File: src/hdl/qoi_pkg.sv
// ----------------------------------------------------------------------------
// qoi_pkg
// Shared types and constants of the QOI-like pixel decoder.
// ----------------------------------------------------------------------------
package qoi_pkg;

	localparam int INDEX_ENTRIES_DEF  = 64;
	localparam int DIMENSION_BITS_DEF = 16;
	localparam int CFG_ADDR_W         = 1;
	localparam int CFG_DATA_W         = 16;

	localparam logic [CFG_ADDR_W-1:0] REG_WIDTH  = 1'b0;
	localparam logic [CFG_ADDR_W-1:0] REG_HEIGHT = 1'b1;

	typedef struct packed {
		logic [7:0] data_byte;
		logic       end_marker;
	} in_item_t;

	typedef struct packed {
		logic [7:0]  red;
		logic [7:0]  green;
		logic [7:0]  blue;
		logic [7:0]  alpha;
		logic [31:0] repeat_count;
		logic        image_complete;
		logic        truncated_error;
	} out_item_t;

endpackage

File: src/hdl/qoi_fifo.sv
// ----------------------------------------------------------------------------
// qoi_fifo
// Small two-entry queue that decouples the front end from the decode core.
// ----------------------------------------------------------------------------
module qoi_fifo #(
	parameter int WIDTH = 9
) (
	input  logic             clk,
	input  logic             arst_n,
	input  logic             flush,
	input  logic             push,
	input  logic [WIDTH-1:0] wdata,
	output logic             full,
	input  logic             pop,
	output logic             empty,
	output logic [WIDTH-1:0] rdata
);
	logic [WIDTH-1:0] mem_q [2];
	logic             wp_q, rp_q;
	logic [1:0]       cnt_q;

	assign full  = (cnt_q == 2'd2);
	assign empty = (cnt_q == 2'd0);
	assign rdata = mem_q[rp_q];

	always_ff @(posedge clk) begin
		if (push && !full) mem_q[wp_q] <= wdata;
	end

	always_ff @(posedge clk or negedge arst_n) begin
		if (!arst_n) begin
			wp_q <= 1'b0; rp_q <= 1'b0; cnt_q <= 2'd0;
		end else if (flush) begin
			wp_q <= 1'b0; rp_q <= 1'b0; cnt_q <= 2'd0;
		end else begin
			if (push && !full) wp_q <= ~wp_q;
			if (pop && !empty) rp_q <= ~rp_q;
			cnt_q <= cnt_q + 2'(push && !full) - 2'(pop && !empty);
		end
	end
endmodule

File: src/hdl/qoi_core.sv
// ----------------------------------------------------------------------------
// qoi_core
// Decode back end: opcode state, colour index, pixel count and result register.
// ----------------------------------------------------------------------------
module qoi_core #(
	parameter int DIMENSION_BITS = qoi_pkg::DIMENSION_BITS_DEF
) (
	input  logic                       clk,
	input  logic                       arst_n,
	input  logic                       restart,
	input  logic [2*DIMENSION_BITS-1:0] total_pixels,
	input  logic                       item_valid,
	input  qoi_pkg::in_item_t          item,
	output logic                       item_ready,
	output logic                       empty,
	input  logic                       pop,
	output qoi_pkg::out_item_t         result
);
	import qoi_pkg::*;

	logic [7:0]  col_q [4];
	logic [63:0] idx_valid_q;
	logic [15:0] pend_q;
	logic [2:0]  need_q;
	logic [31:0] remain_q;
	logic        fin_q;
	logic        out_valid_q;
	out_item_t   out_q;
	logic        valid_s1;
	in_item_t    item_s1;
	logic [5:0]  lw_addr_q;
	logic [31:0] lw_data_q;
	logic        lw_valid_q;

	logic [7:0]  b;
	logic [7:0]  op;
	logic [7:0]  nc [4];
	logic [15:0] npend;
	logic [2:0]  nneed;
	logic        do_emit, do_err;
	logic [31:0] count, rep, nremain;
	logic [5:0]  h, ri;
	logic [2:0]  nbits;
	logic [15:0] merged;
	logic        load, advance, commit, idx_we;
	logic [31:0] ram_rdata, recall;

	function automatic logic [7:0] sx(input logic [7:0] v, input int bits);
		logic [7:0] m;
		m = 8'(1) << (bits - 1);
		return ((v & ((m << 1) - 8'd1)) ^ m) - m;
	endfunction

	// The index read is issued as an entry moves into the staging register, so
	// the data is ready when that entry is decoded. The most recent index write
	// is kept aside because it may land on the same edge as the read.
	assign advance    = valid_s1 && (!out_valid_q || pop);
	assign commit     = advance && !fin_q;
	assign item_ready = !valid_s1 || advance;
	assign load       = item_valid && item_ready;
	assign idx_we     = commit && do_emit;
	assign empty      = !out_valid_q;
	assign result     = out_q;
	assign b          = item_s1.data_byte;
	assign op         = pend_q[7:0];
	assign ri         = b[5:0];
	assign recall     = (lw_valid_q && lw_addr_q == ri) ? lw_data_q : ram_rdata;
	assign nbits      = 3'(b[3]) + 3'(b[2]) + 3'(b[1]) + 3'(b[0]);
	assign merged     = {pend_q[15:8], b};

	qoi_ram #(.WIDTH(32), .DEPTH(INDEX_ENTRIES_DEF)) u_index (
		.clk(clk), .we(idx_we), .waddr(h), .wdata({nc[0], nc[1], nc[2], nc[3]}),
		.re(load), .raddr(item.data_byte[5:0]), .rdata(ram_rdata)
	);

	always_comb begin
		for (int k = 0; k < 4; k++) nc[k] = col_q[k];
		npend = pend_q; nneed = need_q; do_emit = 1'b0; do_err = 1'b0;
		count = 32'd1;
		if (item_s1.end_marker) begin
			if (need_q != 3'd0) begin
				do_err = 1'b1; nneed = 3'd0;
			end else begin
				do_emit = 1'b1; count = remain_q;
			end
		end else if (need_q == 3'd0) begin
			if (b[7:6] == 2'b00) begin
				if (idx_valid_q[ri])
					for (int k = 0; k < 4; k++) nc[k] = recall[31-8*k -: 8];
				else
					for (int k = 0; k < 4; k++) nc[k] = 8'd0;
				do_emit = 1'b1;
			end else if (b[7:5] == 3'b010) begin
				do_emit = 1'b1; count = 32'(b[4:0]) + 32'd1;
			end else if (b[7:6] == 2'b10) begin
				nc[0] = col_q[0] + sx(8'(b >> 4), 2);
				nc[1] = col_q[1] + sx(8'(b >> 2), 2);
				nc[2] = col_q[2] + sx(b, 2);
				do_emit = 1'b1;
			end else if (b[7:5] == 3'b011 || b[7:5] == 3'b110) begin
				npend = {8'd0, b}; nneed = 3'd1;
			end else if (b[7:4] == 4'hE) begin
				npend = {8'd0, b}; nneed = 3'd2;
			end else if (nbits == 3'd0) begin
				do_emit = 1'b1;
			end else begin
				npend = {8'd0, b}; nneed = nbits;
			end
		end else begin
			if (op[7:5] == 3'b011) begin
				nneed = 3'd0; do_emit = 1'b1;
				count = 32'({op[4:0], b}) + 32'd33;
			end else if (op[7:5] == 3'b110) begin
				nneed = 3'd0; do_emit = 1'b1;
				nc[0] = col_q[0] + sx(op, 5);
				nc[1] = col_q[1] + sx(8'(b >> 4), 4);
				nc[2] = col_q[2] + sx(b, 4);
			end else if (op[7:4] == 4'hE) begin
				if (need_q >= 3'd2) begin
					npend = {b, op}; nneed = 3'd1;
				end else begin
					nneed = 3'd0; do_emit = 1'b1;
					nc[0] = col_q[0] + sx(8'({op[3:0], merged[15]}), 5);
					nc[1] = col_q[1] + sx(8'(merged[14:10]), 5);
					nc[2] = col_q[2] + sx(8'(merged[9:5]), 5);
					nc[3] = col_q[3] + sx(8'(merged[4:0]), 5);
				end
			end else if (op[7:4] == 4'hF) begin
				if (op[3]) begin
					nc[0] = b; npend = {pend_q[15:8], op & 8'hF7};
				end else if (op[2]) begin
					nc[1] = b; npend = {pend_q[15:8], op & 8'hFB};
				end else if (op[1]) begin
					nc[2] = b; npend = {pend_q[15:8], op & 8'hFD};
				end else if (op[0]) begin
					nc[3] = b; npend = {pend_q[15:8], op & 8'hFE};
				end
				nneed = need_q - 3'd1;
				if (nneed == 3'd0 || npend[3:0] == 4'd0) begin
					nneed = 3'd0; do_emit = 1'b1;
				end
			end else begin
				nneed = 3'd0;
			end
		end
		h       = nc[0][5:0] ^ nc[1][5:0] ^ nc[2][5:0] ^ nc[3][5:0];
		rep     = (count < remain_q) ? count : remain_q;
		nremain = remain_q - rep;
	end

	always_ff @(posedge clk) begin
		if (load) item_s1 <= item;
		if (commit) begin
			out_q.red   <= do_err ? 8'd0 : nc[0];
			out_q.green <= do_err ? 8'd0 : nc[1];
			out_q.blue  <= do_err ? 8'd0 : nc[2];
			out_q.alpha <= do_err ? 8'd0 : nc[3];
			out_q.repeat_count    <= do_err ? 32'd0 : rep;
			out_q.image_complete  <= !do_err && (nremain == 32'd0);
			out_q.truncated_error <= do_err;
			pend_q <= npend;
		end
	end

	always_ff @(posedge clk or negedge arst_n) begin
		if (!arst_n) begin
			col_q[0] <= 8'd0; col_q[1] <= 8'd0; col_q[2] <= 8'd0; col_q[3] <= 8'hFF;
			idx_valid_q <= '0; need_q <= 3'd0; remain_q <= 32'd1; fin_q <= 1'b0;
			out_valid_q <= 1'b0; valid_s1 <= 1'b0;
			lw_valid_q <= 1'b0; lw_addr_q <= '0; lw_data_q <= '0;
		end else if (restart) begin
			col_q[0] <= 8'd0; col_q[1] <= 8'd0; col_q[2] <= 8'd0; col_q[3] <= 8'hFF;
			idx_valid_q <= '0; need_q <= 3'd0;
			remain_q <= 32'(total_pixels); fin_q <= (total_pixels == '0);
			out_valid_q <= 1'b0; valid_s1 <= 1'b0; lw_valid_q <= 1'b0;
		end else begin
			out_valid_q <= (out_valid_q && !pop) || (commit && (do_emit || do_err));
			if (load) valid_s1 <= 1'b1;
			else if (advance) valid_s1 <= 1'b0;
			if (commit) begin
				for (int k = 0; k < 4; k++) col_q[k] <= nc[k];
				need_q <= nneed;
				if (do_emit) begin
					idx_valid_q[h] <= 1'b1;
					remain_q <= nremain;
				end
				if ((do_emit && nremain == 32'd0) || do_err) fin_q <= 1'b1;
			end
			if (idx_we) begin
				lw_valid_q <= 1'b1;
				lw_addr_q  <= h;
				lw_data_q  <= {nc[0], nc[1], nc[2], nc[3]};
			end
		end
	end
endmodule

// ----------------------------------------------------------------------------
// qoi_ram
// Generic single-write, single-read RAM with a registered read port.
// ----------------------------------------------------------------------------
module qoi_ram #(
	parameter int WIDTH = 32,
	parameter int DEPTH = 64
) (
	input  logic                     clk,
	input  logic                     we,
	input  logic [$clog2(DEPTH)-1:0] waddr,
	input  logic [WIDTH-1:0]         wdata,
	input  logic                     re,
	input  logic [$clog2(DEPTH)-1:0] raddr,
	output logic [WIDTH-1:0]         rdata
);
	logic [WIDTH-1:0] mem_q [DEPTH];
	logic [WIDTH-1:0] rdata_q;

	assign rdata = rdata_q;

	always_ff @(posedge clk) begin
		if (we) mem_q[waddr] <= wdata;
		if (re) rdata_q <= mem_q[raddr];
	end
endmodule

File: src/hdl/qoi_variant_pixel_decoder.sv
// ----------------------------------------------------------------------------
// qoi_variant_pixel_decoder
// Decodes QOI-like pixel bytes into colour runs.
// ----------------------------------------------------------------------------
// While full is low, one byte or end marker is accepted per cycle into a
// two-entry input queue. The decode core moves the queue head into a staging
// register, where the colour index read completes, and decodes one entry per
// cycle unless a result is waiting, limited by the current colour update.
// A result passes from the queue through the staging register into the output
// register and sits there until popped; a waiting result stalls the core.
// Writing either dimension register flushes all state and starts a new image;
// full stays high while the restart passes through restart_s1 and restart_s2.
// Write only while idle.
module qoi_variant_pixel_decoder #(
	parameter int DIMENSION_BITS = qoi_pkg::DIMENSION_BITS_DEF
) (
	input  logic                        clk,
	input  logic                        arst_n,
	input  logic                        cfg_we,
	input  logic [qoi_pkg::CFG_ADDR_W-1:0] cfg_addr,
	input  logic [qoi_pkg::CFG_DATA_W-1:0] cfg_wdata,
	input  logic                        push,
	input  qoi_pkg::in_item_t           in_item,
	output logic                        full,
	output logic                        empty,
	input  logic                        pop,
	output qoi_pkg::out_item_t          out_item
);
	import qoi_pkg::*;

	logic [DIMENSION_BITS-1:0]   width_q, height_q;
	logic [2*DIMENSION_BITS-1:0] prod_s1;
	logic                        restart_s1, restart_s2;
	logic                        f_empty, f_full, core_ready;
	in_item_t                    f_item;

	always_ff @(posedge clk or negedge arst_n) begin
		if (!arst_n) begin
			width_q <= DIMENSION_BITS'(1); height_q <= DIMENSION_BITS'(1);
			restart_s1 <= 1'b0; restart_s2 <= 1'b0;
		end else begin
			restart_s1 <= cfg_we;
			restart_s2 <= restart_s1;
			if (cfg_we) begin
				if (cfg_addr == REG_WIDTH)  width_q  <= cfg_wdata[DIMENSION_BITS-1:0];
				if (cfg_addr == REG_HEIGHT) height_q <= cfg_wdata[DIMENSION_BITS-1:0];
			end
		end
	end

	// The product is registered so the multiplier sits alone between flops. The
	// restart is taken from restart_s2 so the core sees the new product.
	always_ff @(posedge clk) begin
		prod_s1 <= width_q * height_q;
	end

	assign full = f_full || restart_s1 || restart_s2;

	qoi_fifo #(.WIDTH($bits(in_item_t))) u_fifo (
		.clk(clk), .arst_n(arst_n), .flush(restart_s2),
		.push(push && !restart_s1 && !restart_s2), .wdata(in_item), .full(f_full),
		.pop(core_ready), .empty(f_empty), .rdata(f_item)
	);

	qoi_core #(.DIMENSION_BITS(DIMENSION_BITS)) u_core (
		.clk(clk), .arst_n(arst_n), .restart(restart_s2), .total_pixels(prod_s1),
		.item_valid(!f_empty), .item(f_item), .item_ready(core_ready),
		.empty(empty), .pop(pop), .result(out_item)
	);
endmodule

File: config.mk
export PLATFORM = sky130hd
export DESIGN_NAME = qoi_variant_pixel_decoder
export DESIGN_NICKNAME = d
export VERILOG_FILES = /design/src/hdl/qoi_pkg.sv /design/src/hdl/qoi_fifo.sv /design/src/hdl/qoi_core.sv /design/src/hdl/qoi_variant_pixel_decoder.sv
export SDC_FILE = /design/constraint.sdc
export NUM_CORES = 2
export LEC_CHECK = 0
export BUFFER_PORTS_ARGS = -buffer_cell sky130_fd_sc_hd__buf_2
export CAP_MARGIN = 20
export CORE_MARGIN = 3
export CORE_UTILIZATION = 65
export DETAILED_ROUTE_END_ITERATION = 7
export PLACE_DENSITY = 0.8
export SYNTH_ARGS = -nofsm -noshare
export SYNTH_HDL_FRONTEND = slang
export SYNTH_SLANG_ARGS = --single-unit
File: constraint.sdc
create_clock -name clk -period 22.2 [get_ports clk]
set_input_delay 4.44 -clock clk [delete_from_list [all_inputs] [get_ports clk]]
set_output_delay 4.44 -clock clk [all_outputs]
set_load 0.1 [all_outputs]
# Word level (Yosys, flattened, before mapping)
# Memory sizes are Yosys's and may differ from the RTL's. A register that Yosys moved wholly into a read port is not among the register bits.
# Cells that the tools add are included.
# totals
ff_bits,334
ramBits,2066
inputBits,31
output_inout_bits,68
wordCells,285
memories,2
# memory_table
name,words,word_bits,rd,rd_ports_with_merged_regs,wr,line_no,rtl
u_core.u_index.mem_q,64,32,1,1,1,qoi_core.sv:214,logic [WIDTH-1:0] mem_q [DEPTH];
u_fifo.mem_q,2,9,1,0,1,qoi_fifo.sv:18,logic [WIDTH-1:0] mem_q [2];
# classes
addsub,29
mul,1
order_cmp,5
n_eq_ne,24
n_mux,113
bitwise_logic,18
reduce_logical,60
# ops
cell,count
$mux W32,20
$mux W16,21
$mux W64,3
$mux W24,5
$add A8 B8 Y8,10
$logic_not A32 Y1,2
$or A64 B64 Y64,1
$mux W8,7
$mux W3,16
$mux W1,38
$lt A32 B32 Y1,1
$mul A16 B16 Y32,1
$sub A32 B32 Y32,1
$sub A5 B5 Y6 const B,5
$reduce_and A11 Y1,2
$xor A6 B6 Y6,3
$reduce_bool A2 Y1,8
$add A13 B6 Y14 const B,1
$lt A6 B7 Y1 const B,2
$not A1 Y1,14
$logic_and A1 B1 Y1,13
$eq A4 B4 Y1 const B,3
$ne A4 B3 Y1 const B,3
$reduce_bool A3 Y1,4
31 further kinds,66

# Logic depth before layout (Yosys ltp)
# logic_depth
word_depth,23
depth_mapped,37
depth_no_buf,29

# Modules after synthesis
# Synthesis repeated with hierarchy kept, for this count alone.
# unflattened
cells_unflattened,6937
area_unflattened_um2,111045.3
# by_module_without_submodules
module,n_inst,cells_per_inst,area_each_um2
qoi_ram,1,3511,79359.9
qoi_core,1,2287,20375.8
qoi_variant_pixel_decoder,1,1085,10410.0
qoi_fifo,1,54,899.6

# Worst setup path after synthesis
# Ideal clock, no wire load.
# synth_path
path_kind,register -> register
from,"reg u_core.item_s1, in the netlist u_core.b[1]"
to,"mem u_core.u_index.mem_q[10][0], enable pin"
setup_ns,0.421
arrival_ns,7.940
required_ns,21.779
slack_ns,13.839
stages_incl_launch_ff,17
synth_period_minus_slack_ns,8.361
path_cell_list,edfxtp_1 clkbuf_1 clkbuf_1 xor2_1 nor4_2 buf_2 mux2i_1 nor3_1 a21oi_1 a211oi_1 xnor2_1 xnor2_1 inv_1 nor2_1 nand2_1 clkbuf_1 nor2_1
# synth_lines
element,line_no,rtl
from (decl),qoi_core.sv:30,in_item_t item_s1;
from (signal assigned),qoi_core.sv:152,if (load) item_s1 <= item;
to (decl),qoi_core.sv:214,

# Worst setup path in the final report
# layout_path
from,reg u_core.need_q[0]
to,reg u_core.fin_q
# layout_lines
element,line_no,rtl
from (decl),qoi_core.sv:24,logic [2:0] need_q;
from (signal assigned),qoi_core.sv:182,need_q <= nneed;
$logic_not A3 Y1 or $reduce_bool A3 Y1 (tied branches),"qoi_core.sv:86, qoi_core.sv:81",
"$mux W32, on equally long branches","qoi_core.sv:86, qoi_core.sv:81",
$mux W32 (*),qoi_core.sv:80,if (item_s1.end_marker) begin
$lt A32 B32 Y1,qoi_core.sv:147,rep = (count < remain_q) ? count : remain_q;
$mux W32 (*),qoi_core.sv:147,
net u_core.rep[0],qoi_core.sv:41,"logic [31:0] count, rep, nremain;"
$sub A32 B32 Y32 (*),qoi_core.sv:148,nremain = remain_q - rep;
$logic_not A32 Y1 (*),qoi_core.sv:187,if ((do_emit && nremain == 32'd0) || do_err) fin_q <= 1'b1;
$logic_and A1 B1 Y1 (*),qoi_core.sv:187,
$logic_or A1 B1 Y1 (*),qoi_core.sv:187,
$reduce_bool A2 Y1 (no source line) (*),n/a,
$reduce_and A2 Y1 (no source line) (*),n/a,
to (signal assigned),qoi_core.sv:174,remain_q <= 32'(total_pixels); fin_q <= (total_pixels == '0);
to (decl),qoi_core.sv:26,logic fin_q;
# The timed path passes the listed nets; every way through them passes the cells marked *.
# A chain may end at the register's enable or synchronous reset.

==> flow_summary_export.csv <==
group,metric,value,unit
sta,fin_crit_sh,38.8,%
synthesis,synth.net_count,10144,
setup_path,r2r_cells,32,
setup_path,r2r_start,"u_core.need_q[0]",
detailed_routing,avgViaCountPerCell,6.66,
worst_hold_path,whs_endpoint,"restart_s2",
sta,setup_viol,0,
floorplan,die_height,422,µm
power,p_seq_share,31.2,%
setup_path,cp-startpoint,"u_core.need_q[0]",
synthesis,ys_seq_area_share,63.7,%
clocking,cts-resized-gates,0,
clocking,cts_buffer_depth,3,
detailed_routing,postRouteAntennaNets,0,
clocking,cts_tree,"yes",
detailed_routing,drt-total-wl,322000,µm
synthesis,netlist_area,113000,µm²
clocking,cts.sinks,2432,
layout,final_common_cell,"nand2_1",
layout,drive_gt1_share,8.37,%
place,pre_cts_ws,13.45,ns
grt,grt_pass1_wl,477000,µm
setup_path,cp_data_arrival_time,9.38,ns
sta,worst_slack,13.59,ns
worst_hold_path,hp-start,"restart_s1",
clocking,clk_pin_slew,0.07,ns
detailed_routing,first_iter_violations,13039,
layout,nets,10011,
synthesis,syn-mean-instance-area,11.6,µm²
setup_path,critPathTopFamily,"compound AO/OA/AOI/OAI gates",
power,combinationalPowerShare,50.5,%
power,p_clk_share,18.3,%
sta,drv_slew,0,
floorplan,core_area,172000,µm²
power,irDropWorstVdd,0.426,mV
clocking,cts_hold_buf,0,
power,sw_frac_of_total,44.7,%
setup_path,slowest_stage,"mux2i_1",
layout,mostFrequentLayoutCells,"2470 x nand2_1, 2189 x edfxtp_1, 1068 x nand3_1",
clocking,post_cts.repair.setup_buffers,0,
worst_hold_path,hold_path_depth,0,
layout,nFillCells,11136,
status,status,"finished, final reports clean",
power,p_leak,45.1,nW
grt,grt_pass1_vias,76872,
sta,finalClockSkew,0.0514,ns
power,finalPower,21.1,mW
floorplan,start_util,65.5,%
grt,grt.total_usage,35.5,%
setup_path,start_kind,"register",
sta,tightest_slew,1.19,ns
setup_path,r2r-end,"u_core.fin_q",
layout,area_delta_synth_final,9.47,%
sta,fin_crit,8.61,ns
job,drv_cap,0,
sta,slew_headroom,20.0,%
clocking,clk_latency,0.92,ns
sta,fmax,116,MHz
place,dp_hpwl,191000,µm
synthesis,synth_cells,9681,
clocking,cts_buffers,229,
setup_path,cp.depth,32,
detailed_routing,drt_drc_violations_left,0,
setup_path,worst-r2r-setup-slack,13.59,ns
clocking,h-tree-depth,4,
synthesis,ys_ff_latch,2432,
setup_path,endpoint_kind,"register",
synthesis,synth_edf_count,2189,
place,gp_congestion,0.962,
synthesis,yosysWarnings,0,
sta,finalHoldViolCount,0,
sta,rsz0062_at_grt,"no",
synthesis,synth_cell_type_count,102,
detailed_routing,dr.pass1.iters,7,
synthesis,synthArstFlopShare,8.68,%
floorplan,core.rowCount,152,
worst_hold_path,hp-class,"reg -> reg",
sta,tns,0,ns
power,power.switching,9.40,mW
setup_path,cp_num_buf_inv,6,
grt,grt_max_degree,168,
clocking,clock-root-buffer,"clkbuf_16",
place,port_buffers,98,
setup_path,critical_path_peak_fanout,47,
detailed_routing,vias,80250,
detailed_routing,wl_per_cell,26.7,µm
setup_path,cpPeakStageDelay,0.68,ns
power,p_int,11.6,mW
grt,antenna_found_initial,13,
setup_path,crit_required,22.97,ns
grt,grt-ovfl-total,0,
synthesis,ys.flop_type,"edfxtp_1",
floorplan,die_area,178000,µm²
floorplan,io_pins,99,
floorplan,die_w,422,µm
power,pwr_density_cell,171,nW/µm²
setup_path,crit_type,"reg -> reg",
[through the flow]
| step | util, % | hold WS, ns | instances | area, µm² |
|---|---|---|---|---|
| after global routing | 71.7 | 0.412 | 12050 | 123000 |
| after detailed placement | 67.2 | 0.378 | 11610 | 116000 |
| after CTS | 71.5 | 0.398 | 12033 | 123000 |
| after global placement | 67.2 | 0.378 | 11609 | 116000 |
| final | 71.7 | 0.394 | 12053 | 123000 |
| after floorplan | - | 0.355 | 9681 | 113000 |
[Yosys cell counts (152+ instances only)]
library cell / count / area, µm²
nand2_1: 2472 / 9280
edfxtp_1: 2189 / 65700
nand3_1: 1068 / 5350
clkbuf_1: 563 / 2110
inv_1: 409 / 1540
a311oi_1: 358 / 3140
nor2_1: 279 / 1050
a21oi_1: 270 / 1350
ha_1: 227 / 2840
fa_1: 205 / 4100
dfrtp_1: 200 / 5000
o21ai_0: 152 / 761
[state kept, by name, indices dropped and copies added, names as in the netlist, 18 cells and up]
name / flops
u_core.idx_valid_q: 64
u_core.result: 66
u_core.remain_q: 32
u_core.col_q: 32
u_core.u_index.mem_q: 2048
prod_s1: 32
u_core.lw_data_q: 32
u_fifo.mem_q: 18
u_core.u_index.rdata: 32
[power groups by stage]
stage / Combinational [mW] / Sequential, mW / Clock [mW]
3_5_place_dp: 10.3 / 6.64 / 0
4_1_cts: 10.4 / 6.54 / 3.86
2_1_floorplan: 6.55 / 6.76 / 0
6_report: 10.6 / 6.56 / 3.86
5_1_grt: 11.4 / 6.58 / 4.05
3_3_place_gp: 10.0 / 6.62 / 0
[how the worst max path moves through the flow]
| stage | end |
|---|---|
| 2_1_floorplan | u_core.u_index.mem_q[10][0] |
| 3_3_place_gp | u_core.u_index.mem_q[9][10] |
| 3_5_place_dp | u_core.u_index.mem_q[9][5] |
| 4_1_cts | u_core.fin_q |
| 5_1_grt | u_core.fin_q |
| 6_report | u_core.fin_q |
[area by class of cell]
cell class / instances / area, µm² / area share, %
Clock buffer: 294 / 6100 / 4.95
Sequential cell: 2432 / 71700 / 58.2
Antenna cell: 3 / 7.51 / 0.00609
Inverter: 413 / 1590 / 1.29
Multi-Input combinational cell: 6214 / 37700 / 30.6
Tap cell: 2310 / 2890 / 2.35
Clock inverter: 129 / 1260 / 1.02
Timing Repair Buffer: 258 / 1970 / 1.60
[layer usage]
metal / track usage [%] / vias to the layer above / part of all wire (%)
li1: - / 34540 / -
met1: 50.0 / 39048 / 37
met2: 53.0 / 5848 / 45
met3: 9.17 / 806 / 14
met4: 15.3 / 8 / 4.6
met5: 0 / - / 0.018
[logic make-up after synthesis]
group / after synthesis / share of synthesized area, %
AO/OA/AOI/OAI: 1199 / 7.54
XOR/XNOR: 134 / 1.06
adder cells (fa/ha/maj): 432 / 6.17
buffers and inverters: 1035 / 3.50
flip-flops: 2432 / 63.7
multiplexers: 118 / 1.31
AND/OR/NAND/NOR: 4331 / 16.7
Note: power is estimated with default switching activity, not from simulation.
